$ cat src/rtl/wms_pkg.sv
// ----------------------------------------------------------------------------
// Weighted moment statistics package
// Shared constants and unit status type.
// ----------------------------------------------------------------------------
package wms_pkg;
    localparam int SAMPLE_BITS_DEF      = 24;
    localparam int WEIGHT_FRAC_BITS_DEF = 16;
    localparam int ACC_FRAC_BITS_DEF    = 40;
    localparam int OUT_FRAC             = 24;
    localparam int RES_W                = 32;
    localparam int PROD_W               = 128;
    localparam int OPND_W               = 64;
    localparam int ADDR_W               = 3;
    localparam logic REG_CENTER         = 1'b0;

    typedef struct packed {
        logic busy;
        logic done;
    } wms_unit_stat_t;
endpackage

$ cat src/rtl/wms_sqrt.sv
// ----------------------------------------------------------------------------
// wms_sqrt
// Digit-by-digit integer square root of a 64-bit value, one digit per cycle.
// ----------------------------------------------------------------------------
module wms_sqrt (
    input  logic                          aclk,
    input  logic                          aresetn,
    input  logic                          start,
    input  logic [wms_pkg::OPND_W-1:0]    x,
    output logic [wms_pkg::RES_W-1:0]     root,
    output wms_pkg::wms_unit_stat_t       stat
);
    import wms_pkg::*;

    localparam int CW = $clog2(OPND_W / 2);

    logic [OPND_W-1:0] x_reg, r_reg, b_reg;
    logic [CW-1:0]     cnt_reg;
    logic              run_reg, done_reg;
    logic [OPND_W-1:0] rb;

    assign rb = r_reg + b_reg;

    always_ff @(posedge aclk) begin
        if (!aresetn) begin
            run_reg  <= 1'b0;
            done_reg <= 1'b0;
            cnt_reg  <= '0;
        end else begin
            done_reg <= 1'b0;
            if (start) begin
                x_reg   <= x;
                r_reg   <= '0;
                b_reg   <= OPND_W'(1) << (OPND_W - 2);
                cnt_reg <= '0;
                run_reg <= 1'b1;
            end else if (run_reg) begin
                if (x_reg >= rb) begin
                    x_reg <= x_reg - rb;
                    r_reg <= (r_reg >> 1) + b_reg;
                end else begin
                    r_reg <= r_reg >> 1;
                end
                b_reg   <= b_reg >> 2;
                cnt_reg <= cnt_reg + 1'b1;
                if (cnt_reg == CW'(OPND_W / 2 - 1)) begin
                    run_reg  <= 1'b0;
                    done_reg <= 1'b1;
                end
            end
        end
    end

    assign root      = r_reg[RES_W-1:0];
    assign stat.busy = run_reg;
    assign stat.done = done_reg;
endmodule

$ cat config.mk
export PLATFORM = sky130hd
export DESIGN_NAME = wms_sqrt
export DESIGN_NICKNAME = d
export VERILOG_FILES = /design/src/rtl/wms_pkg.sv /design/src/rtl/wms_sqrt.sv
export SDC_FILE = /design/constraint.sdc
export NUM_CORES = 1
export LEC_CHECK = 0
export BUFFER_PORTS_ARGS = -buffer_cell sky130_fd_sc_hd__buf_2
export CAP_MARGIN = 30
export CORE_MARGIN = 1.5
export CORE_UTILIZATION = 55
export DETAILED_ROUTE_END_ITERATION = 10
export GPL_TIMING_DRIVEN = 0
export MAX_ROUTING_LAYER = met4
export PLACE_DENSITY = 0.74
export RECOVER_POWER = 100
export SETUP_SLACK_MARGIN = 0.15
export SLEW_MARGIN = 20
export SYNTH_ARGS = -nofsm -noshare
export SYNTH_HDL_FRONTEND = slang
export SYNTH_SLANG_ARGS = --single-unit
$ cat constraint.sdc
create_clock -name aclk -period 12.1 [get_ports aclk]
set_input_delay 1.21 -clock aclk [delete_from_list [all_inputs] [get_ports aclk]]
set_output_delay 1.21 -clock aclk [all_outputs]
set_load 0.02 [all_outputs]
Word-level counts from Yosys, hierarchy flattened
Cells that the tools add are included.

storage, ports and cells
  register bits after elaboration = 167
  word-level logic and storage cells = 30

cells by class
  order comparisons = 1
  muxes and demuxes = 10
  bitwise gates (word level) = 2
  $add $sub $neg = 4
  reduce and logical (&&, ||, !) cells = 6
  equality and inequality tests = 1

operators by type and width
  kind                                         number
  two-way mux 64 bit                           5
  adder 63 x 63 -> 64 bit                      1
  adder 64 x 63 -> 64 bit                      1
  greater-or-equal comparator 64 bit           1
  subtractor 64 bit                            1
  two-way mux 63 bit                           1
  adder 5 x 1 -> 5 bit, second input constant  1
  == test 5 bit, second input constant         1
  two-way mux 1 bit                            4
  nonzero test 2 bit                           2
  AND reduction 3 bit                          1
  OR reduction 3 bit                           1
  inverter 1 bit                               2
  AND reduction 2 bit                          1
  OR reduction 2 bit                           1

Logic depth before layout (Yosys ltp)
  depth after elaboration = 5
  depth in mapped cells = 26
  depth with buffers taken out = 25

Worst setup path before layout
OpenSTA, ideal clock, no wires.

  kind = reg-to-reg
  start = register r_reg[2]
  end = register x_reg[0] (enable)
  data required time = 11.593 ns
  buffers on the path = 3
  arrival time = 7.982 ns
  path slack = 3.611 ns
  clock period less this slack = 8.489 ns
  stages on the path, launching flop included = 23
  path through = edfxtp_1 > ha_1 > a31o_2 > a31oi_1 > o21ai_2 > a31oi_1 > o41a_1 > o21bai_2 > a21oi_2 > o211ai_2 > a31oi_1 > o311ai_2 > xnor2_1 > ha_1 > clkbuf_1 > nand4_1 > nor2_1 > nand3_1 > or4_1 > o31a_1 > buf_4 > buf_4 > a21oi_1

between the ends
  cells in the longest elaborated chain, start to end = 4

ends and longest elaborated chain
  element                             line            RTL
  start, declared                     wms_sqrt.sv:17  logic [OPND_W-1:0] x_reg, r_reg, b_reg;
  start signal, assigned              wms_sqrt.sv:40  r_reg <= (r_reg >> 1) + b_reg;
  start signal, assigned              wms_sqrt.sv:42  r_reg <= r_reg >> 1;
  adder 64 x 63 -> 64 bit             wms_sqrt.sv:22  assign rb = r_reg + b_reg;
  greater-or-equal comparator 64 bit  wms_sqrt.sv:38  if (x_reg >= rb) begin
  nonzero test 2 bit (no line)        n/a
  AND reduction 3 bit (no line)       n/a
  end signal, assigned                wms_sqrt.sv:39  x_reg <= x_reg - rb;
  end, declared                       wms_sqrt.sv:17

No other way between the ends.
A chain may end at the register's enable or synchronous reset.

Worst setup path after layout
  start = register r_reg[2]
  end = register x_reg[41] (enable)

Same word-level chain as after synthesis.

==> flow_metrics.tcl <==
set metrics [dict create \
    first_pass_iters 6 \
    cts_root_buf "clkbuf_16" \
    grt_usage_pct 32.2 \
    fin_tns_setup_ps 0 \
    ys_seq_elements 167 \
    drive_above_1_share_pct 10.7 \
    synth-seq-area-share_pct 32.6 \
    cts_hold_buf 0 \
    end_kind "register" \
    grt_pass1_vias 12600 \
    routed_wl_um 44400 \
    r2r_end "x_reg[41]" \
    status "complete, but fails checks" \
    rows 60 \
    r2r-start "r_reg[2]" \
    required_ps 12250 \
    cts_made_buffers 17 \
    wl_per_cell_um 19.9 \
    worstSetupPathType "register to register" \
    grt_setup_unrepaired "false" \
    finalMaxSlewViolations 102 \
    dpl_worst_slack_ps 4380 \
    fin_ws_ps 2560 \
    relSlewSlack_pct -212 \
    worstSkewPairLatency_ps 460 \
    worst_pin_slew_ps 4670 \
    ir_drop_mv 0.107 \
    cts_buffer_depth 2 \
    yosysWarningCount 0 \
    synth_cell_types 75 \
    worstHoldEndpoint "cnt_reg[1]" \
    grt_overflow 0 \
    die_y_um 169 \
    gp_congestion 0.971 \
    avgSynthCellArea_um2 8.64 \
    antenna_found_initial 0 \
    grt_pass1_wl_um 69000 \
    vias_per_cell 6.24 \
    place_hpwl_um 34600 \
    skew_ps 20.3 \
    finalHoldViolations 0 \
    violations "max-capacitance violations, max-slew violations" \
    clk_pin_slew_worst_paths_ps 70 \
    ant_nets 0 \
    drc 0 \
    grt_max_degree 85 \
    synthCells 1756 \
    crit_fanout 20 \
    cts_setup_buffers 0 \
    cts_max_level 4 \
    portBuffers 100 \
    start_util_pct 56.1 \
    fp.coreArea_um2 27000 \
    num_vias 13900 \
    cts_resized 0 \
    drv_cap 2 \
    drt_iter0_markers 1477 \
    cts.sinks 167 \
    finalSetupViolCount 0 \
    p_leak_nw 6.48 \
    synth-async-reset-ratio_pct 0 \
    hold_depth 2 \
    synthFlopType "edfxtp_1" \
    startpoint_type "register" \
    min_path_type "register to register" \
    num_antenna_cells 0 \
    min_period_ps 9540 \
    crit_arrival_ps 9690 \
    nFillCells 2427 \
    reg2reg_setup_slack_ps 2560 \
    ios 101 \
    nets 2079 \
    syn_nets 1956 \
    die_area_um2 28600 \
    netlist_area_um2 15200 \
    r2r_cells 24 \
    fmax_mhz 105 \
    power_density_nw_per_um2 159 \
    die_x_um 169 \
    cts_tree "yes" \
    finalCritPeriodShare_pct 78.8 \
    synth_edf_count 160 \
    min_from "cnt_reg[1]" \
    synthToLayoutAreaGrowth_pct 9.94 \
]
-- metal layers --
metal	vias to the layer above	track usage, %	part of all wire [%]
met2	553	46.3	42
li1	6737	-	-
met3	63	4.79	7.5
met5	-	-	0
met1	6570	46.8	48
met4	0	9.77	2.4
-- through the flow --
stage | total power [mW] | utilization, % | hold WS, ps | std cells | area [um2]
6_report | 2.65 | 61.7 | 530 | 2233 | 16700
2_1_floorplan | 1.74 | - | 467 | 1756 | 15200
3_5_place_dp | 2.08 | 60.0 | 521 | 2201 | 16200
5_1_grt | 2.82 | 61.7 | 571 | 2233 | 16700
3_3_place_gp | 2.05 | 59.6 | 483 | 2197 | 16100
4_1_cts | 2.66 | 62.3 | 536 | 2233 | 16800
-- final cells by class --
cell class	count	area, um2	area share [%]
clock inverters	15	181	1.09
clock buffers	17	425	2.55
multi-input cells	1454	9500	57.0
well taps	341	427	2.56
flip-flops and latches	167	4940	29.6
inverters	39	148	0.885
repair buffers	104	581	3.48
plain buffers	96	472	2.83
-- layout by cell type (no fill, tap or decap), types with 8 or more instances in the layout --
cell / instances
a211oi_1: 40
a21boi_0: 8
a21o_1: 49
a21oi_1: 122
a31o_2: 15
a31oi_1: 66
and2_1: 8
and3_1: 19
buf_2: 100
clkbuf_1: 68
clkbuf_16: 17
clkbuf_4: 24
edfxtp_1: 160
ha_1: 132
inv_1: 37
nand2_1: 228
nand2b_1: 9
nand3_1: 31
nand4_1: 36
nor2_1: 128
nor2b_1: 44
nor3_1: 15
o21a_1: 13
o21ai_0: 170
o21bai_1: 39
o31ai_1: 9
or3_1: 22
xnor2_1: 78
xor2_1: 92
-- cell families (layout without fill, tap and decap cells) --
logic type,after synthesis,count (layout),share of synthesized area (%)
adders and majority gates,133,133,11.0
muxes,6,6,0.429
AOI/OAI and AO/OA,580,580,24.5
DFF,167,167,32.6
and+or+nand+nor,565,565,17.3
xor gates and xnor gates,170,170,9.81
buffers and inverters,135,271,4.32
-- synth_stat cells, types with 3 or more instances --
cell / n / area share, %
a211oi_1: 36 / 1.8
a211oi_2: 5 / 0.41
a21boi_0: 7 / 0.35
a21o_1: 49 / 2.4
a21oi_1: 120 / 4.0
a221o_1: 3 / 0.20
a31o_2: 15 / 0.87
a31oi_1: 66 / 2.7
and2_1: 8 / 0.33
and3_1: 19 / 0.78
and4_1: 4 / 0.23
buf_2: 11 / 0.36
buf_4: 36 / 1.8
clkbuf_1: 48 / 1.2
dfxtp_1: 7 / 0.92
edfxtp_1: 160 / 32
ha_1: 132 / 11
inv_1: 38 / 0.94
mux2_2: 4 / 0.30
nand2_1: 228 / 5.6
nand2b_1: 9 / 0.37
nand3_1: 31 / 1.0
nand4_1: 36 / 1.5
nor2_1: 128 / 3.2
nor2b_1: 44 / 1.8
nor3_1: 15 / 0.49
nor3b_1: 3 / 0.15
nor4_1: 4 / 0.16
o211ai_1: 6 / 0.30
o211ai_2: 3 / 0.25
o21a_1: 13 / 0.64
o21ai_0: 166 / 5.5
o21ai_1: 7 / 0.23
o21ba_2: 5 / 0.33
o21bai_1: 37 / 1.8
o31a_1: 3 / 0.17
o31ai_1: 8 / 0.40
or2_2: 3 / 0.12
or3_1: 22 / 0.91
or4_1: 4 / 0.20
xnor2_1: 78 / 4.5
xor2_1: 92 / 5.3
-- how the worst max path moves through the flow --
stage              from   endpoint  slack, ps
2_1_floorplan  r_reg[2]   x_reg[0]       3610
3_3_place_gp   r_reg[0]  x_reg[54]        740
3_5_place_dp   r_reg[0]  x_reg[54]       4380
4_1_cts        r_reg[0]  x_reg[31]       4370
5_1_grt        r_reg[2]  x_reg[31]       2100
6_report       r_reg[2]  x_reg[41]       2560
-- power by group --
part | total [mW] | switching [mW] | internal (mW) | leakage, nW
combinational | 1.27 | 0.781 | 0.485 | 4.59
clock | 0.578 | 0.266 | 0.313 | 0.291
sequential | 0.809 | 0.0696 | 0.739 | 1.60
total | 2.65 | 1.12 | 1.54 | 6.48
-- critical path, stage by stage (launching register included) --
cell      delay (ps)
edfxtp_1         480
ha_1             400
a31o_2           190
a31oi_1          140
o21ai_0          630
a31oi_1          310
o41a_1           520
o21bai_1         270
a21oi_1          190
o21bai_1         390
a41oi_1          360
o21bai_1         280
xnor2_1          120
ha_1             290
clkbuf_1         290
nand4_1          210
nor2_1           160
nand3_1          110
or4_1            490
o31a_1           450
clkbuf_1         350
clkbuf_1         390
a21oi_1         1800
buf_16           230
buf_16           170
No activity file was read; power rests on OpenSTA's default activity.
