<file path="config.mk">
export PLATFORM = sky130hd
export DESIGN_NAME = wms_mul
export DESIGN_NICKNAME = d
export VERILOG_FILES = /design/src/rtl/wms_pkg.sv /design/src/rtl/wms_mul.sv
export SDC_FILE = /design/constraint.sdc
export NUM_CORES = 2
export LEC_CHECK = 0
export ABC_AREA = 1
export BUFFER_PORTS_ARGS = -buffer_cell sky130_fd_sc_hd__buf_2
export CAP_MARGIN = 20
export CORE_AREA = 3 3 306 308
export CTS_BUF_LIST = sky130_fd_sc_hd__clkbuf_4
export CTS_CLUSTER_DIAMETER = 200
export CTS_CLUSTER_SIZE = 10
export DETAILED_ROUTE_END_ITERATION = 12
export DIE_AREA = 0 0 309 311
export GPL_ROUTABILITY_DRIVEN = 0
export GPL_TIMING_DRIVEN = 0
export PLACE_DENSITY = 0.84
export REMOVE_ABC_BUFFERS = 1
export SLEW_MARGIN = 20
export SYNTH_ARGS = -nofsm -noshare
export SYNTH_HDL_FRONTEND = slang
export SYNTH_SLANG_ARGS = --single-unit
export TNS_END_PERCENT = 5
</file>
<file path="constraint.sdc">
create_clock -name aclk -period 7.7 [get_ports aclk]
set_input_delay 0.77 -clock aclk [delete_from_list [all_inputs] [get_ports aclk]]
set_output_delay 0.77 -clock aclk [all_outputs]
set_load 0.01 [all_outputs]
</file>
<file path="src/rtl/wms_pkg.sv">
// ----------------------------------------------------------------------------
// Weighted moment statistics package
// Shared constants and unit status type.
// ----------------------------------------------------------------------------
package wms_pkg;
    localparam int SAMPLE_BITS_DEF      = 24;
    localparam int WEIGHT_FRAC_BITS_DEF = 16;
    localparam int ACC_FRAC_BITS_DEF    = 40;
    localparam int OUT_FRAC             = 24;
    localparam int RES_W                = 32;
    localparam int PROD_W               = 128;
    localparam int OPND_W               = 64;
    localparam int ADDR_W               = 3;
    localparam logic REG_CENTER         = 1'b0;

    typedef struct packed {
        logic busy;
        logic done;
    } wms_unit_stat_t;
endpackage

</file>
<file path="src/rtl/wms_mul.sv">
// ----------------------------------------------------------------------------
// wms_mul
// 64x64 unsigned multiplier built from four 32x32 partial products.
// ----------------------------------------------------------------------------
module wms_mul (
    input  logic                          aclk,
    input  logic                          aresetn,
    input  logic                          start,
    input  logic [wms_pkg::OPND_W-1:0]    a,
    input  logic [wms_pkg::OPND_W-1:0]    b,
    output logic [wms_pkg::PROD_W-1:0]    p,
    output wms_pkg::wms_unit_stat_t       stat
);
    import wms_pkg::*;

    localparam int HW = OPND_W / 2;

    logic [OPND_W-1:0] a_reg, b_reg;
    logic [OPND_W-1:0] pp_reg;
    logic [6:0]        pp_sh_reg;
    logic [PROD_W-1:0] acc_reg;
    logic [2:0]        step_reg;
    logic              run_reg, done_reg;
    logic [HW-1:0]     op_a, op_b;
    logic [6:0]        sh_now;

    // step 0: lo*lo, 1: lo*hi, 2: hi*lo, 3: hi*hi
    always_comb begin
        op_a   = step_reg[1] ? a_reg[OPND_W-1:HW] : a_reg[HW-1:0];
        op_b   = step_reg[0] ? b_reg[OPND_W-1:HW] : b_reg[HW-1:0];
        sh_now = {step_reg[1] & step_reg[0], step_reg[1] ^ step_reg[0], 5'b0};
    end

    always_ff @(posedge aclk) begin
        if (!aresetn) begin
            run_reg  <= 1'b0;
            done_reg <= 1'b0;
            step_reg <= '0;
        end else begin
            done_reg <= 1'b0;
            if (start) begin
                a_reg    <= a;
                b_reg    <= b;
                acc_reg  <= '0;
                step_reg <= '0;
                run_reg  <= 1'b1;
            end else if (run_reg) begin
                if (step_reg != 3'd0) begin
                    acc_reg <= acc_reg + (PROD_W'(pp_reg) << pp_sh_reg);
                end
                if (step_reg == 3'd4) begin
                    run_reg  <= 1'b0;
                    done_reg <= 1'b1;
                end else begin
                    pp_reg    <= op_a * op_b;
                    pp_sh_reg <= sh_now;
                    step_reg  <= step_reg + 3'd1;
                end
            end
        end
    end

    assign p         = acc_reg;
    assign stat.busy = run_reg;
    assign stat.done = done_reg;
endmodule

</file>
==> results of run 1 <==
==> kinds of logic after synthesis <==
family / share of synthesized area (%)
and+or+nand+nor: 25.4
buffers and inverters: 14.3
adders and majority gates: 38.2
AOI/OAI and AO/OA: 5.13
DFF: 16.3
xor gates and xnor gates: 0.717
==> layer usage <==
layer / GRT usage, % / GRT overflow
met1: 66.3 / 24
met4: 67.9 / 183
met5: 29.0 / 0
met2: 83.0 / 315
met3: 53.7 / 30
==> metrics by stage <==
stage	TNS (ns)	area (um2)	hold WS, ns	utilization [%]	instances
floorplan	-21.47	58900	0.468	-	8025
global placement	-357.53	61700	0.489	67.6	9471
detailed placement	-72.83	63400	0.507	69.4	9519
CTS	-0.0916	67600	0.00213	74.0	9926
==> what timing repair did <==
item	in CTS
endpoints found under the hold margin	126
endpoints found under the setup margin	52
gates cloned	9
resized for setup	139
hold buffers	126
pin swaps	37
setup buffers	219
==> implementation parameters, run 1 <==
Parameter                              Value

Synth
  Cell taking the most area after synthesis ... fa_1
  Count of cell types in the netlist ... between 40 and 50
  Flop and latch count out of synthesis ... about 330
  Number of enable-type register cells in the synthesized netlist ... between 300 and 400
  Synth top area share ... between 20% and 30%
  Sequential area share after synthesis ... about 16%
  Most area-consuming cells after synthesis ... fa_1 30%, edfxtp_1 16%, nand2_1 14%
  Mapped Cells ... 8230
  Cell types with the highest counts after synthesis ... 2184 x nand2_1, 1973 x inv_1, 1153 x nor2_1, 897 x fa_1, 392 x ha_1
  Summed instance area of the synthesized netlist ... roughly 0.06 mm2
  Prevailing post-synth register cell ... edfxtp_1
  Share of synthesized flip-flops with an asynchronous set or reset ... 0%
  Most common cell in the synthesized netlist ... nand2_1
  Mean cell area of the mapped netlist ... 7.28 um2
  Yosys warnings ... 0

Clocking
  CTS H-Tree Depth ... 2
  Number of sinks on the clock net ... 327
  Total CTS buffers ... 39
  Maximum number of buffers from clock root to sink ... 3
  Root buffer selected by CTS ... clkbuf_4

GRT
  GR Util All Layers ... about two thirds
  Remaining global-route overflow ... about 550
  First-pass GRT wire length ... ~470000 um
  Pin count of the biggest net entering global routing ... 89
  Vias in the first global route ... ~70000

Place
  Post-DP HPWL ... approximately 170000 um
  Setup Slack @ Placement ... -2.08 ns
  Count of input and output buffers ... 260

Outcome
  Stage at which the flow ended ... 5_1_grt
  Tool error message ... [ERROR GRT-0116] Global routing finished with congestion. Check the congestion regions in the DRC Viewer.
  Outcome ... aborted with a tool error

Floorplan
  I/O pin count ... approximately 260
  Starting Density ... ~66%
  Height of the chip ... 311 um
  Number of placement rows ... roughly 110
  Die Width ... slightly above 300 um
==> run 2, diff against run 1 <==
--- a/config.mk
+++ b/config.mk
@@ -8,15 +8,12 @@
 export ABC_AREA = 1
 export BUFFER_PORTS_ARGS = -buffer_cell sky130_fd_sc_hd__buf_2
 export CAP_MARGIN = 20
-export CORE_AREA = 3 3 306 308
-export CTS_BUF_LIST = sky130_fd_sc_hd__clkbuf_4
-export CTS_CLUSTER_DIAMETER = 200
-export CTS_CLUSTER_SIZE = 10
+export CORE_AREA = 3 3 391 393
 export DETAILED_ROUTE_END_ITERATION = 12
-export DIE_AREA = 0 0 309 311
+export DIE_AREA = 0 0 394 396
 export GPL_ROUTABILITY_DRIVEN = 0
 export GPL_TIMING_DRIVEN = 0
-export PLACE_DENSITY = 0.84
+export PLACE_DENSITY_LB_ADDON = 0.15
 export REMOVE_ABC_BUFFERS = 1
 export SLEW_MARGIN = 20
 export SYNTH_ARGS = -nofsm -noshare
==> run 2 against run 1 <==
  * The run now ends clean
  * Area after synthesis did not move
  * Synthesized cell count unchanged
==> implementation parameters, run 2 <==
Parameter                              Value

Detailed routing
  Drt pass-1 iters ... 6
  Detailed-route wire length per cell ... 23.0 um
  Post-detailed-route count of antenna-violating nets ... 0
  Total number of vias ... around 55000
  Number of DRC violations after detailed routing ... 0
  Post-detailed-route via-to-cell ratio ... 5.13
  Starting DRC count in detailed routing ... approximately 4900
  Total routed wirelength ... ~250000 um

STA
  Maximum clock frequency ... around 0.13 GHz
  Worst clock skew ... about 0.074 ns
  Tmin final ... 7.66 ns
  Setup-failing EPs final ... 0
  Post-layout worst setup margin ... between 0.04 and 0.05 ns
  Worst-case headroom to the max-slew limit ... between 40% and 50%
  Number of max-slew violations in the final report ... 0
  Number of hold violations in the final report ... 0
  Setup repair after global routing missed its margin ... true
  Transition time at the pin with the least slew margin ... approximately 0.80 ns
  Period utilization ... 99.5%

Layout
  Multi-input logic area ... around 0.043 mm2
  Leading cell type in the layout, fill and taps excluded ... nand2_1
  Post-layout net count ... approximately 10000
  Max reg flops ... between 100 and 150
  Most used cells in the layout excluding fill and tap cells ... 2151 x nand2_1, 1911 x inv_1, 1098 x nor2_1, 864 x fa_1, 356 x ha_1
  Proportion of layout cells with a drive suffix above 1 ... 15.3%
  Total non-filler cell area in the finished layout ... a little over 0.07 mm2
  Storage element area ... around 0.01 mm2
  Signed area change from the synthesized netlist to the final layout ... 18.8%
  Filler Cell Count ... around 15000

Synth
  Mux contribution to synthesized area ... 0%
  Number of enable-type register cells in the synthesized netlist ... 322
  Share of synthesized flip-flops with an asynchronous set or reset ... 0%
  Cell types with the highest counts after synthesis ... 2184 x nand2_1, 1973 x inv_1, 1153 x nor2_1, 897 x fa_1, 392 x ha_1
  Prevailing post-synth register cell ... edfxtp_1
  Sequential area share after synthesis ... between 15 and 20%
  Mean cell area of the mapped netlist ... slightly above 7 um2
  Summed instance area of the synthesized netlist ... about 0.06 mm2
  Main combinational cell family by area after synthesis ... adder cells
  Yosys warnings ... 0
  Compound-gate portion of the synthesized area ... 5.13%
  Synthesized-area fraction occupied by and/or/nand/nor cells ... 25.4%
  Mapped Cells ... just over 8000
  Count of cell types in the netlist ... 42
  Post-synthesis adder-cell area fraction ... 38.2%
  Cell taking the most area after synthesis ... fa_1
  Most common cell in the synthesized netlist ... nand2_1
  XOR/XNOR Fraction of Synth Area ... 0.717%
  Flop and latch count out of synthesis ... ~330
  Synth top area share ... between 20% and 30%
  Most area-consuming cells after synthesis ... fa_1 30%, edfxtp_1 16%, nand2_1 14%

GRT
  First-pass GRT wire length ... 355000 um
  Global routing usage on met1 ... around two fifths
  GR Util All Layers ... 31.1%
  Met3 GRT Util ... approximately 5.8%
  Vias in the first global route ... 55400
  Met2 usage ... between 40% and 50%
  Number of antenna violations at the first check in global routing ... 4
  Global-route layer with the greatest usage ... met2
  Remaining global-route overflow ... 0
  Pin count of the biggest net entering global routing ... a little under 80

Critical path
  Crit end category ... flip-flop
  Critical Path Slowest Stage Cell ... fa_2
  Arrival time of data at the critical path endpoint ... around 8.1 ns
  Maximum fanout along the worst path ... 10
  CP Launch Type ... flip-flop
  Critical path class ... flip-flop to flip-flop
  Worst endpoint required time ... around 8.1 ns
  Slowest stage delay, CP ... roughly 0.58 ns

Min path
  Path category of the worst min-delay check ... input port to flip-flop

Floorplan
  Starting Density ... between 30% and 40%
  Core region area ... about 0.15 mm2
  Number of placement rows ... 142
  DIE AREA ... between 0.15 and 0.2 mm2
  Height of the chip ... between 300 and 400 um
  Die Width ... approximately 390 um
  I/O pin count ... about 260

Clocking
  CTS H-Tree Depth ... 2
  Total CTS buffers ... 43
  CTS tree ... built
  Maximum number of buffers from clock root to sink ... 3
  Number of sinks on the clock net ... around 330
  Clock edge transition at the registers on the reported setup and hold paths ... 0.07 ns
  Root buffer selected by CTS ... clkbuf_16
  Insertion delay to the later sink of the worst-skew pair ... about 0.70 ns

Run
  Max-cap violation count ... 0

Place
  Post-DP HPWL ... between 150000 and 200000 um
  Setup Slack @ Placement ... -2.03 ns
  Cell area after placement ... 0.0650 mm2
  Count of input and output buffers ... 260

Outcome
  Outcome ... complete, no violations
-- run 2: cell counts after synthesis --
Identical to the previous run, type by type.
-- run 2: final timing paths --
check / startpoint / endpoint / slack, ns / cells past startpoint
hold reg to reg: step_reg[2]$_SDFFE_PP0P_ / done_reg$_SDFF_PP0_ / 0.49 / 2
hold / removal: b[11] / b_reg[11]$_DFFE_PP_ / 0.28 / 1
setup / recovery: step_reg[1]$_SDFFE_PP0P_ / pp_reg[49]$_DFFE_PP_ / 0.04 / 31
setup reg to reg: step_reg[1]$_SDFFE_PP0P_ / pp_reg[49]$_DFFE_PP_ / 0.04 / 31
-- run 2: cell families after synthesis --
group                      Yosys count
AOI/OAI and AO/OA                  562
xor gates and xnor gates            49
adders and majority gates         1289
buffers and inverters             2231
DFF                                327
and+or+nand+nor                   3772
-- run 2: final cells by class --
type                            instances  share of cell area [%]
Multi-Input combinational cell       5673                    60.9
Sequential cell                       327                    13.7
Inverter                             2026                    11.1
Timing Repair Buffer                  640                    8.47
Tap cell                             2016                    3.55
Clock buffer                           48                    1.54
Clock inverter                         32                   0.607
Timing Repair inverter                  7                  0.0897
Antenna cell                            1                 0.00352
-- run 2: timing repair --
item                                   CTS  global route
hold buffers                             0             0
setup buffers                          225            86
setup endpoints to repair               52            43
endpoints found under the hold margin    0             0
resized for setup                      184           281
gates cloned                             7             7
pin swaps                               44           118
-- run 2: per-layer routing --
| metal | vias up | part of all wire (%) |
|---|---|---|
| met2 | 2832 | 44 |
| met4 | 0 | 8.6 |
| met3 | 661 | 9.1 |
| li1 | 25200 | - |
| met1 | 26500 | 38 |
| met5 | - | 0 |
-- run 2: critical path, delay by kind of cell, from the launching register on --
family	cells	cell delay [ns]
AOI/OAI and AO/OA	5	0.86
xor gates and xnor gates	1	0.19
adders and majority gates	9	3.96
buffers and inverters	14	1.76
DFF	1	0.35
and+or+nand+nor	2	0.28
-- run 2: metrics by stage --
stage               instances  TNS, ns  hold WS, ns  utilization (%)
floorplan                8025   -21.47        0.468                -
global placement        10300  -612.38        0.493             41.9
finish                  10800        0        0.285             47.5
global route            10800    -2.78        0.274             47.5
detailed placement      10400   -75.40        0.491             43.4
CTS                     10700  -0.0405        0.254             46.3
Power of run 2 is left out: the tool's default activity adds up to more than one toggle a clock period on the data nets, which glitch-free logic cannot reach.
