<file path="config.mk">
export PLATFORM = sky130hd
export DESIGN_NAME = wms_div
export DESIGN_NICKNAME = d
export VERILOG_FILES = /design/src/rtl/wms_pkg.sv /design/src/rtl/wms_div.sv
export SDC_FILE = /design/constraint.sdc
export NUM_CORES = 1
export LEC_CHECK = 0
export BUFFER_PORTS_ARGS = -buffer_cell sky130_fd_sc_hd__buf_2
export CAP_MARGIN = 20
export CELL_PAD_IN_SITES_DETAIL_PLACEMENT = 0
export CELL_PAD_IN_SITES_GLOBAL_PLACEMENT = 1
export CORE_MARGIN = 4
export CORE_UTILIZATION = 40
export DETAILED_ROUTE_END_ITERATION = 10
export GPL_ROUTABILITY_DRIVEN = 0
export PLACE_DENSITY_LB_ADDON = 0.1
export SYNTH_ARGS = -nofsm -noshare
export SYNTH_HDL_FRONTEND = slang
export SYNTH_SLANG_ARGS = --single-unit
export TNS_END_PERCENT = 20
</file>
<file path="constraint.sdc">
create_clock -name aclk -period 13.3 [get_ports aclk]
set_input_delay 1.33 -clock aclk [delete_from_list [all_inputs] [get_ports aclk]]
set_output_delay 1.33 -clock aclk [all_outputs]
set_load 0.01 [all_outputs]
</file>
<file path="src/rtl/wms_pkg.sv">
// ----------------------------------------------------------------------------
// Weighted moment statistics package
// Shared constants and unit status type.
// ----------------------------------------------------------------------------
package wms_pkg;
    localparam int SAMPLE_BITS_DEF      = 24;
    localparam int WEIGHT_FRAC_BITS_DEF = 16;
    localparam int ACC_FRAC_BITS_DEF    = 40;
    localparam int OUT_FRAC             = 24;
    localparam int RES_W                = 32;
    localparam int PROD_W               = 128;
    localparam int OPND_W               = 64;
    localparam int ADDR_W               = 3;
    localparam logic REG_CENTER         = 1'b0;

    typedef struct packed {
        logic busy;
        logic done;
    } wms_unit_stat_t;
endpackage

</file>
<file path="src/rtl/wms_div.sv">
// ----------------------------------------------------------------------------
// wms_div
// Restoring 128-bit unsigned divider, one quotient bit per cycle.
// ----------------------------------------------------------------------------
module wms_div (
    input  logic                          aclk,
    input  logic                          aresetn,
    input  logic                          start,
    input  logic [wms_pkg::PROD_W-1:0]    n,
    input  logic [wms_pkg::PROD_W-1:0]    d,
    output logic [wms_pkg::PROD_W-1:0]    q,
    output wms_pkg::wms_unit_stat_t       stat
);
    import wms_pkg::*;

    localparam int CW = $clog2(PROD_W);

    logic [PROD_W-1:0] n_reg, d_reg, r_reg, q_reg;
    logic [CW-1:0]     cnt_reg;
    logic              run_reg, done_reg;
    logic [PROD_W-1:0] r_sh;
    logic              ge;

    always_comb begin
        r_sh = {r_reg[PROD_W-2:0], n_reg[PROD_W-1]};
        ge   = r_sh >= d_reg;
    end

    always_ff @(posedge aclk) begin
        if (!aresetn) begin
            run_reg  <= 1'b0;
            done_reg <= 1'b0;
            cnt_reg  <= '0;
        end else begin
            done_reg <= 1'b0;
            if (start) begin
                n_reg   <= n;
                d_reg   <= d;
                r_reg   <= '0;
                q_reg   <= '0;
                cnt_reg <= '0;
                run_reg <= 1'b1;
            end else if (run_reg) begin
                n_reg   <= {n_reg[PROD_W-2:0], 1'b0};
                r_reg   <= ge ? r_sh - d_reg : r_sh;
                q_reg   <= {q_reg[PROD_W-2:0], ge};
                cnt_reg <= cnt_reg + 1'b1;
                if (cnt_reg == CW'(PROD_W - 1)) begin
                    run_reg  <= 1'b0;
                    done_reg <= 1'b1;
                end
            end
        end
    end

    assign q         = q_reg;
    assign stat.busy = run_reg;
    assign stat.done = done_reg;
endmodule

</file>
[Word-level counts from Yosys, hierarchy flattened]
Cells that the tools add are included.
Cells by class
  add/subtract/negate cells: 2
  $lt $le $gt $ge: 1
  eq/ne operators: 1
  muxes and demuxes: 9
  bitwise gates (word level): 2
  reduce and logical (&&, ||, !) cells: 5
Operator list (number)
  2-to-1 mux 128 bit: 3
  2-to-1 mux 127 bit: 2
  >= comparator 128 bit: 1
  subtractor 127 bit: 1
  adder 7 x 1 -> 7 bit (second input constant): 1
  equality test 7 bit (second input constant): 1
  2-to-1 mux 1 bit: 4
  AND reduction 2 bit: 2
  OR reduction 3 bit: 1
  inverter 1 bit: 2
  nonzero test 2 bit: 1
  OR reduction 2 bit: 1
Word-level totals
  bits in registers: 520
  output and inout port bits: 130
  word-level logic and storage cells: 27

[Longest topological paths before layout]
Gate-level depths: netlist (run 1).
  depth after elaboration: 4
  depth in mapped cells: 16
  gate-level depth less buffers: 15

[Worst setup path before layout (run 1)]
No wires, ideal clock.
  path kind: input to register
  start point: in start
  end point: reg run_reg
  library setup time: 0.095 ns
  arrival time: 11.228 ns
  required time: 13.205 ns
  path slack: 1.977 ns
  cell stages on the path: 4
  cell sequence: clkbuf_1 clkbuf_1 o21a_1 o31a_1
On the way
  longest elaborated chain between the ends: 1
RTL lines
  start, declared: RTL line wms_div.sv:8  | input logic start,
  2-to-1 mux 1 bit: RTL line wms_div.sv:36  | if (start) begin
  end signal, assigned: RTL line wms_div.sv:31  | run_reg <= 1'b0;
  end signal, assigned: RTL line wms_div.sv:42  | run_reg <= 1'b1;
  end signal, assigned: RTL line wms_div.sv:49  | run_reg <= 1'b0;
  end, declared: RTL line wms_div.sv:20  | logic run_reg, done_reg;
Every way passes these cells.
A chain may end at the register's enable or synchronous reset.

[Worst setup path after layout (run 1)]
  start point: reg r_reg[5]
  end point: reg r_reg[87], data pin
On the way
  longest elaborated chain between the ends: 3
  elaborated cells on any way between the ends: 4
  those cells by class: 1 x add/sub; 1 x order compare; 2 x mux
RTL lines
  start, declared: RTL line wms_div.sv:18  | logic [PROD_W-1:0] n_reg, d_reg, r_reg, q_reg;
  start signal, assigned: RTL line wms_div.sv:45  | r_reg <= ge ? r_sh - d_reg : r_sh;
  subtractor 127 bit / >= comparator 128 bit (equally long branches): RTL line wms_div.sv:45, wms_div.sv:26
  2-to-1 mux 127 bit (*): RTL line wms_div.sv:45
  2-to-1 mux 127 bit (*): RTL line wms_div.sv:43  | end else if (run_reg) begin
Mark *: on every way between the ends. The rest lies on a longest branch, timed or not. The select of a mux whose other input is x is not followed.

==> metrics.csv, run 1 <==
metric,value,unit
detail_route.wl_per_cell,21.9,µm
critPathArrivalTime,5670,ps
worst_clock_skew,47.8,ps
drt_iter0_drc,1807,
drv_cap,0,
slew_headroom,0.205,
num_io_pins,389,
power.density_cell_area,138,mW/mm²
clk-insertion-delay-late,640,ps
global_route_wire_length_before_repair,137000,µm
syn-instance-count,2804,
dominantRegCellSynth,edfxtp_1,
timing.critical_path.required,13650,ps
ir_drop,0.0985,mV
cts_num_sinks,520,
synth_edf_count,511,
power.net_switching,1.42,mW
numCtsBuffers,58,
yosys_warnings,0,
postRouteWirelength,90600,µm
post_synthesis_sequential_area_ratio,0.523,
synth-async-reset-ratio,0,
netlist_area,0.0297,mm²
hold_path.class,reg2reg,
finalCritPeriodShare,0.400,
proportion_of_total_power_due_to_net_switching,0.299,
multi_input_comb_area,0.0129,mm²
dr.pass1.iters,5,
final.min_clock_period,5320,ps
layout.nets,3523,
post-dp-hpwl,67400,µm
grt_start_max_net_pins,195,
cts.repair_timing.setup_buffer_count,0,
totalPowerFinal,4.75,mW
syn-num-nets,3193,
floorplan.die.width,280,µm
post_cts.resized_instances,0,
postRouteAntennaNets,0,
setup.worst_path.start_class,flip-flop,
layout_cell_share_with_drive_strength_beyond_1,0.208,
hold_viol,0,
pwr-share-seq,0.421,
cts_hold_repair.buffers,0,
unrepaired_setup_endpoints_after_global_routing,false,
fillCellCount,6979,
areaGrowthSynthToFinish,16.0,%
status,completed,
cts_tree,built,
cts_max_path_buffers,3,
rows,99,
worst_slew_pin_slew,1160,ps
leakage,13.5,nW
path_max_fanout,28,
timing.setup.critical_path_class,reg2reg,
synth_cell_type_count,83,
vias_per_cell,5.59,
seqCellArea,0.0155,mm²
floorplan.initialDensity,0.405,
place.port_buffers,388,
setup.worst_path.end_class,flip-flop,
achievable_frequency,188,MHz
path_clk_slew,70,ps
first_global_vias,23119,
cts_root_buffer,clkbuf_16,
report.final.slew_viol_count,0,
drc,0,
die_h,280,µm
vias,23173,
synthesis.area_per_instance,10.6,µm²
overflow,0,
internal_power,3.33,mW
placeableCoreArea,0.0732,mm²
initial_antenna_violation_count,13,
globalRouteTotalUtil,0.223,
postSynthRegisterBits,520,
p_clk_frac,0.356,
power.combinational.fraction,0.223,
finalSetupViolCount,0,
fp.dieArea,0.0786,mm²
ctsHtreeMaxLevel,2,
finalSetupTns,0,ps
-- layout by cell type (no fill, tap or decap), types with 10 or more instances in the layout --
master / synthesis / layout
nor2b_1: 132 / 132
o21a_1: 31 / 30
buf_2: 26 / 387
ha_1: 129 / 129
nand2_1: 343 / 343
nand2b_1: 12 / 12
clkinv_1: 0 / 10
and2_1: 16 / 15
nand4_1: 75 / 75
or2_2: 10 / 11
xor2_1: 35 / 35
o2111ai_1: 15 / 15
mux2_2: 128 / 128
o211ai_1: 15 / 15
a221oi_1: 13 / 13
buf_4: 3 / 18
a21boi_0: 12 / 12
nor3_1: 37 / 37
nor4_1: 17 / 17
a31oi_1: 15 / 15
nor2_1: 115 / 115
bufinv_16: 0 / 10
clkinv_2: 0 / 14
inv_1: 174 / 174
nand3_1: 33 / 33
and3_1: 15 / 15
o21ai_0: 124 / 124
a211oi_1: 11 / 11
o21bai_1: 50 / 50
xnor2_1: 56 / 56
clkbuf_16: 0 / 58
or3_1: 34 / 34
o21ai_1: 28 / 28
a21oi_1: 294 / 294
edfxtp_1: 511 / 511
a21o_1: 63 / 63
-- logic make-up after synthesis --
group	Yosys count	synth area share
DFF	520	0.523
xor gates and xnor gates	91	0.0269
adders and majority gates	130	0.0551
muxes	130	0.0493
AOI/OAI and AO/OA	754	0.159
buffers and inverters	313	0.0435
and+or+nand+nor	866	0.143
-- worst paths after layout --
path | startpoint | cells after the start | slack [ps] | endpoint
setup / recovery | r_reg[5] | 13 | 7980 | r_reg[87]
hold / removal | cnt_reg[6] | 2 | 500 | done_reg
setup reg to reg | r_reg[5] | 13 | 7980 | r_reg[87]
hold reg to reg | cnt_reg[6] | 2 | 500 | done_reg
-- power groups by stage --
stage | combinational [mW] | clock (mW) | sequential (mW)
after global routing | 1.16 | 1.81 | 2.01
after global placement | 1.04 | 0 | 2.03
final | 1.06 | 1.69 | 2.00
after detailed placement | 1.05 | 0 | 2.03
after CTS | 1.05 | 1.74 | 2.00
after floorplan | 0.723 | 0 | 2.05
-- metal layers --
| metal | part of all wire | GRT usage | up-vias |
|---|---|---|---|
| met3 | 0.069 | 0.0465 | 135 |
| met4 | 0.028 | 0.0635 | 8 |
| li1 | - | - | 10994 |
| met1 | 0.44 | 0.306 | 11278 |
| met2 | 0.46 | 0.359 | 758 |
| met5 | 0.00057 | 0 | - |
-- cells in the mapped netlist (37+ instances only) --
cell type,count,area [µm²]
inv_1,174,653
nor3_1,37,185
a21oi_1,294,1470
ha_1,129,1610
nor2_1,115,432
mux2_2,128,1440
o21bai_1,50,375
nand4_1,75,469
o21ai_0,124,621
nand2_1,343,1290
xnor2_1,56,490
a21o_1,63,473
nor2b_1,132,826
clkbuf_1,96,360
edfxtp_1,511,15300
-- cell type report --
type | instances | area share
Sequential cell | 520 | 0.451
Timing Repair Buffer | 408 | 0.0618
Tap cell | 959 | 0.0349
Multi-Input combinational cell | 1971 | 0.374
Inverter | 175 | 0.0191
Clock buffer | 65 | 0.0430
Antenna cell | 6 | 0.000436
Clock inverter | 44 | 0.0155
-- stage by stage --
| stage | setup slack, ps | hold WS, ps | instance area, µm² | utilization | instances |
|---|---|---|---|---|---|
| 3_5_place_dp | 8060 | 494 | 32400 | 0.442 | 4032 |
| 6_report | 7980 | 497 | 34400 | 0.470 | 4148 |
| 5_1_grt | 7730 | 534 | 34400 | 0.470 | 4144 |
| 3_3_place_gp | 8190 | 471 | 32400 | 0.442 | 4032 |
| 4_1_cts | 8000 | 507 | 34400 | 0.469 | 4141 |
| 2_1_floorplan | 1980 | 445 | 29700 | - | 2804 |
-- critical path: stages, from the launching register on --
cell and delay, ps:
edfxtp_1 390, ha_1 360, a21o_1 240, a21oi_2 190
o221ai_2 150, o31ai_4 300, a311oi_2 250, or4b_4 590
a211oi_4 630, nor2_4 270, nand2_2 700, inv_2 420
o2111a_1 260, a221o_1 270
Power figures use the tool's default switching activity.
==> run 2, diff against run 1 <==
==> constraint.sdc (replaced) <==
create_clock -name aclk -period 5.2 [get_ports aclk]
set_input_delay 0.52 -clock aclk [delete_from_list [all_inputs] [get_ports aclk]]
set_output_delay 0.52 -clock aclk [all_outputs]
set_load 0.01 [all_outputs]
==> metrics.csv, run 2 (same netlist as run 1, synthesis figures left out) <==
metric,value,unit
status,completed,
internal_power,8.63,mW
place_inst,4042,
timing.critical_path.required,5670,ps
leakage,13.6,nW
postRouteAntennaNets,0,
die_h,280,µm
cts.repair_timing.setup_buffer_count,0,
critPathArrivalTime,4800,ps
cts_root_buffer,clkbuf_16,
pwr-share-seq,0.416,
areaGrowthSynthToFinish,16.7,%
achievable_frequency,231,MHz
postRouteWirelength,90400,µm
report.final.slew_viol_count,0,
mostFrequentLayoutCells,"511 x edfxtp_1, 387 x buf_2, 343 x nand2_1, 294 x a21oi_1, 174 x inv_1",
global_route_wire_length_before_repair,137000,µm
worstReg2RegEnd,r_reg[61],
globalRouteTotalUtil,0.223,
worst_clock_skew,24.9,ps
proportion_of_total_power_due_to_net_switching,0.298,
placeableCoreArea,0.0732,mm²
power.combinational.fraction,0.223,
layout.nets,3533,
slew_headroom,0.270,
drt_iter0_drc,1865,
path_clk_slew,70,ps
cts_max_path_buffers,3,
ir_drop,0.262,mV
post_layout_nonfiller_instances,4159,
power.net_switching,3.65,mW
regToRegStartpoint,r_reg[60],
floorplan.die.width,280,µm
fp.dieArea,0.0786,mm²
dr.pass1.iters,6,
rr_worst_depth,12,
fillCellCount,6900,
finalSetupViolCount,0,
mostFrequentLayoutCell,edfxtp_1,
place.port_buffers,388,
hold_path.class,in2reg,
overflow,0,
layout_cell_share_with_drive_strength_beyond_1,0.211,
cts_hold_repair.buffers,0,
setup.worst_path.end_class,flip-flop,
grt_start_max_net_pins,188,
num_io_pins,389,
finalSetupTns,0,ps
ctsHtreeMaxLevel,2,
numCtsBuffers,59,
cts_tree,built,
initial_antenna_violation_count,25,
drv_cap,0,
cts_num_sinks,520,
unrepaired_setup_endpoints_after_global_routing,false,
clk-insertion-delay-late,640,ps
finalCritPeriodShare,0.832,
rows,99,
worst_slew_pin_slew,1080,ps
min_path_cells,1,
hold_end,d_reg[89],
power.density_cell_area,355,mW/mm²
worstHoldStart,d[89],
post_cts.resized_instances,0,
drc,0,
detail_route.wl_per_cell,21.7,µm
floorplan.initialDensity,0.405,
vias_per_cell,5.56,
path_max_fanout,24,
rrSetupSlack,870,ps
timing.setup.critical_path_class,reg2reg,
final.min_clock_period,4330,ps
setup.worst_path.start_class,flip-flop,
hold_viol,0,
vias,23112,
p_clk_frac,0.361,
first_global_vias,23138,
post-dp-hpwl,68000,µm
## run 2: cell count changes in the layout (fill, tap and decap cells not counted)
cell / change
clkbuf_16: +1
clkinvlp_4: +1
inv_8: +1
clkinv_1: -3
bufinv_16: +1
inv_6: +1
clkinv_4: -1
buf_12: +7
buf_4: +2
clkinv_2: -2
diode_2: +3
## run 2: power by group through the flow
stage	Sequential [mW]	Clock, mW	Combinational [mW]
after floorplan	5.20	0	1.85
after global placement	5.19	0	2.71
after detailed placement	5.20	0	2.71
after CTS	5.12	4.55	2.73
after global routing	5.14	4.74	3.00
final	5.11	4.43	2.74
## run 2: stage by stage
step	area (µm²)	setup slack (ps)	util	total power, mW	hold slack (ps)
floorplan	29700	802	-	7.05	445
global placement	32500	911	0.444	7.90	470
detailed placement	32500	948	0.444	7.91	480
CTS	34600	918	0.473	12.4	5.16
global route	34600	674	0.473	12.9	22.6
finish	34600	873	0.473	12.3	54.9
## run 2: final cells by class
cell class              instances  area [µm²]  share of cell area
clock buffers                  66        1500              0.0434
clock inverters                42         561              0.0162
flip-flops and latches        520       15500               0.448
diodes                          9        22.5            0.000651
repair buffers                417        2280              0.0659
well taps                     959        1200              0.0347
multi-input cells            1971       12900               0.372
inverters                     175         657              0.0190
## run 2: critical path, stage by stage, from the launching register on
cell and delay (ps):
edfxtp_1 390, ha_1 410, a21o_1 220, a21o_1 170, a21oi_1 510, o21ai_1 370, or4b_4 670, a211oi_4 230
or2_2 530, buf_12 240, buf_12 180, nand2_1 70, a21oi_1 130
## run 2: worst max path at each step
stage / from / endpoint / slack [ps] / depth (start not counted)
detailed placement: r_reg[60] / r_reg[122] / 950 / 11
finish: r_reg[60] / r_reg[61] / 870 / 12
global placement: r_reg[60] / r_reg[122] / 910 / 11
floorplan: start / n_reg[0] / 800 / 3
global route: d_reg[61] / r_reg[38] / 670 / 13
CTS: r_reg[60] / r_reg[35] / 920 / 12
## run 2: layer usage
metal	wire length [µm]	part of all wire	track usage	vias to the layer above
li1	-	-	-	11025
met1	39900	0.44	0.300	11224
met2	41800	0.46	0.366	703
met3	6360	0.070	0.0526	134
met4	2240	0.025	0.0546	26
met5	168	0.0019	0	-
==> run 3, diff against run 2 <==
--- a/config.mk
+++ b/config.mk
@@ -5,6 +5,7 @@
 export SDC_FILE = /design/constraint.sdc
 export NUM_CORES = 1
 export LEC_CHECK = 0
+export ABC_AREA = 1
 export BUFFER_PORTS_ARGS = -buffer_cell sky130_fd_sc_hd__buf_2
 export CAP_MARGIN = 20
 export CELL_PAD_IN_SITES_DETAIL_PLACEMENT = 0
==> constraint.sdc (replaced) <==
create_clock -name aclk -period 4.46 [get_ports aclk]
set_input_delay 0.446 -clock aclk [delete_from_list [all_inputs] [get_ports aclk]]
set_output_delay 0.446 -clock aclk [all_outputs]
set_load 0.01 [all_outputs]
==> metrics.csv, run 3 <==
metric,value,unit
status,completed,
drc,0,
overflow,0,
ir_drop,0.340,mV
hold_viol,0,
first_global_vias,30809,
post_synthesis_sequential_area_ratio,0.445,
clk-insertion-delay-late,680,ps
postRouteAntennaNets,0,
worst_clock_skew,35.9,ps
layout.nets,5900,
setup.worst_path.end_class,flip-flop,
layout_cell_share_with_drive_strength_beyond_1,0.0935,
num_io_pins,389,
report.final.slew_viol_count,0,
yosys_warnings,0,
place_inst,6466,
detail_route.wl_per_cell,18.4,µm
setup.worst_path.start_class,flip-flop,
dr.pass1.iters,5,
worstReg2RegEnd,r_reg[102],
netlist_area,0.0349,mm²
finalSetupViolCount,0,
path_max_fanout,62,
drv_cap,0,
post-synth-top-count-cell,nand2_1,
yosys.area.top_type,edfxtp_1,
place.port_buffers,388,
timing.setup.critical_path_class,reg2reg,
floorplan.initialDensity,0.403,
cts_num_sinks,520,
synthDominantCellAreaShare,0.440,
postRouteWirelength,124000,µm
dominantRegCellSynth,edfxtp_1,
global_route_wire_length_before_repair,182000,µm
finalSetupTns,0,ps
synth-async-reset-ratio,0,
worstHoldStart,n[18],
mostFrequentLayoutCells,"1931 x nand2_1, 1086 x inv_1, 687 x nor2_1, 511 x edfxtp_1, 387 x buf_2",
regToRegStartpoint,r_reg[38],
vias,31734,
path_clk_slew,60,ps
ctsHtreeMaxLevel,2,
fp.dieArea,0.0920,mm²
power.density_cell_area,388,mW/mm²
fin_hold_ws,49.4,ps
syn-instance-count,4992,
initial_antenna_violation_count,26,
die_h,303,µm
min_path_cells,3,
slew_headroom,0.315,
rows,108,
globalRouteTotalUtil,0.263,
netlist_top_cells_area,"edfxtp_1 44%, nand2_1 21%, inv_1 12%",
hold_path.class,in2reg,
synthesis.area_per_instance,6.99,µm²
mostFrequentLayoutCell,nand2_1,
totalPowerFinal,16.1,mW
hold_end,n_reg[18],
rrSetupSlack,1010,ps
vias_per_cell,4.72,
cts.repair_timing.setup_buffer_count,0,
grt_start_max_net_pins,194,
unrepaired_setup_endpoints_after_global_routing,false,
achievable_frequency,289,MHz
cts_root_buffer,clkbuf_16,
post-dp-hpwl,98000,µm
synth_edf_count,511,
cts_max_path_buffers,3,
final.min_clock_period,3450,ps
cts_hold_repair.buffers,139,
floorplan.die.width,303,µm
synth.cells.most_frequent,"1932 x nand2_1, 1087 x inv_1, 687 x nor2_1",
placeableCoreArea,0.0866,mm²
leakage,22.2,nW
areaGrowthSynthToFinish,19.2,%
post_cts.resized_instances,0,
rr_worst_depth,16,
worst_slew_pin_slew,1030,ps
synth_cell_type_count,37,
syn-num-nets,5381,
post_layout_nonfiller_instances,6730,
finalCritPeriodShare,0.774,
drt_iter0_drc,2764,
cts_tree,built,
critPathArrivalTime,3870,ps
postSynthRegisterBits,520,
timing.critical_path.required,4870,ps
numCtsBuffers,59,
[run 3: cell types whose count changed after synthesis, moves of 54 or more]
| cell | previous run | this run |
|---|---|---|
| xnor2_1 | 56 | 2 |
| inv_1 | 174 | 1087 |
| mux2_2 | 128 | 0 |
| nor2b_1 | 132 | 0 |
| o21ai_0 | 124 | 15 |
| a21oi_1 | 294 | 120 |
| nand3b_1 | 3 | 63 |
| a21o_1 | 63 | 5 |
| nor2_1 | 115 | 687 |
| nand3_1 | 33 | 125 |
| nand2_1 | 343 | 1932 |
[run 3: layer usage]
metal  up-vias  share of wire  track usage  wire length [µm]
met5         -         0.0011            0               136
met4        24          0.038       0.0935              4660
met3       193          0.072       0.0527              8950
met2       903           0.44        0.413             53800
met1     14489           0.45        0.364             56000
li1      16125              -            -                 -
[run 3: cell families (layout without fill, tap and decap cells)]
group                    count (synthesis)  count (layout)  synth area share
XOR/XNOR                                63              63            0.0158
flip-flops                             520             520             0.445
adder cells (fa/ha/maj)                130             130            0.0468
AO/OA/AOI/OAI                          211             211            0.0359
buffers and inverters                 1182            1752             0.129
AND/OR/NAND/NOR                       2886            2886             0.327
other                                    0              13                 0
[run 3: area by class of cell]
| cell class | count | area (µm²) |
|---|---|---|
| inverters | 1092 | 4110 |
| flip-flops and latches | 520 | 15500 |
| diodes | 13 | 32.5 |
| repair buffers | 548 | 3630 |
| multi-input cells | 3290 | 14900 |
| fillers | 9062 | 45000 |
| well taps | 1155 | 1450 |
| clock buffers | 70 | 1540 |
| clock inverters | 42 | 437 |
[run 3: worst max-delay path by stage]
stage,end,slack [ps],startpoint,cells past startpoint
detailed placement,r_reg[119],1030,n_reg[127],20
finish,r_reg[102],1010,r_reg[38],16
floorplan,d_reg[0],10,start,5
global placement,r_reg[100],1090,n_reg[127],20
CTS,r_reg[123],1020,n_reg[127],19
global route,r_reg[72],750,n_reg[127],19
[run 3: worst max-delay path: stages (launching register included)]
cell      delay [ps]
edfxtp_1         400
ha_1             360
nand2_1          190
inv_1             60
nand2_1           60
nand2_1          140
inv_1             90
nand2_1          130
nand2_1           90
nand2_1           80
a21oi_1          200
nand3_2          210
nand2_4          120
buf_4            660
nand3b_1         180
nand2_1          100
nor2_1            40
[run 3: stage by stage]
stage	worst slack (ps)	util	cell area [µm²]
after floorplan	9.57	-	34900
after global placement	1090	0.441	38200
after detailed placement	1030	0.441	38200
after CTS	1020	0.480	41600
after global routing	752	0.480	41600
final	1010	0.480	41600
[run 3: where the power goes]
group	internal [mW]	total (mW)	leakage, nW	switching (mW)
registers	5.96	6.15	5.06	0.192
clock network	2.88	5.05	0.961	2.17
logic	1.52	4.94	16.1	3.41
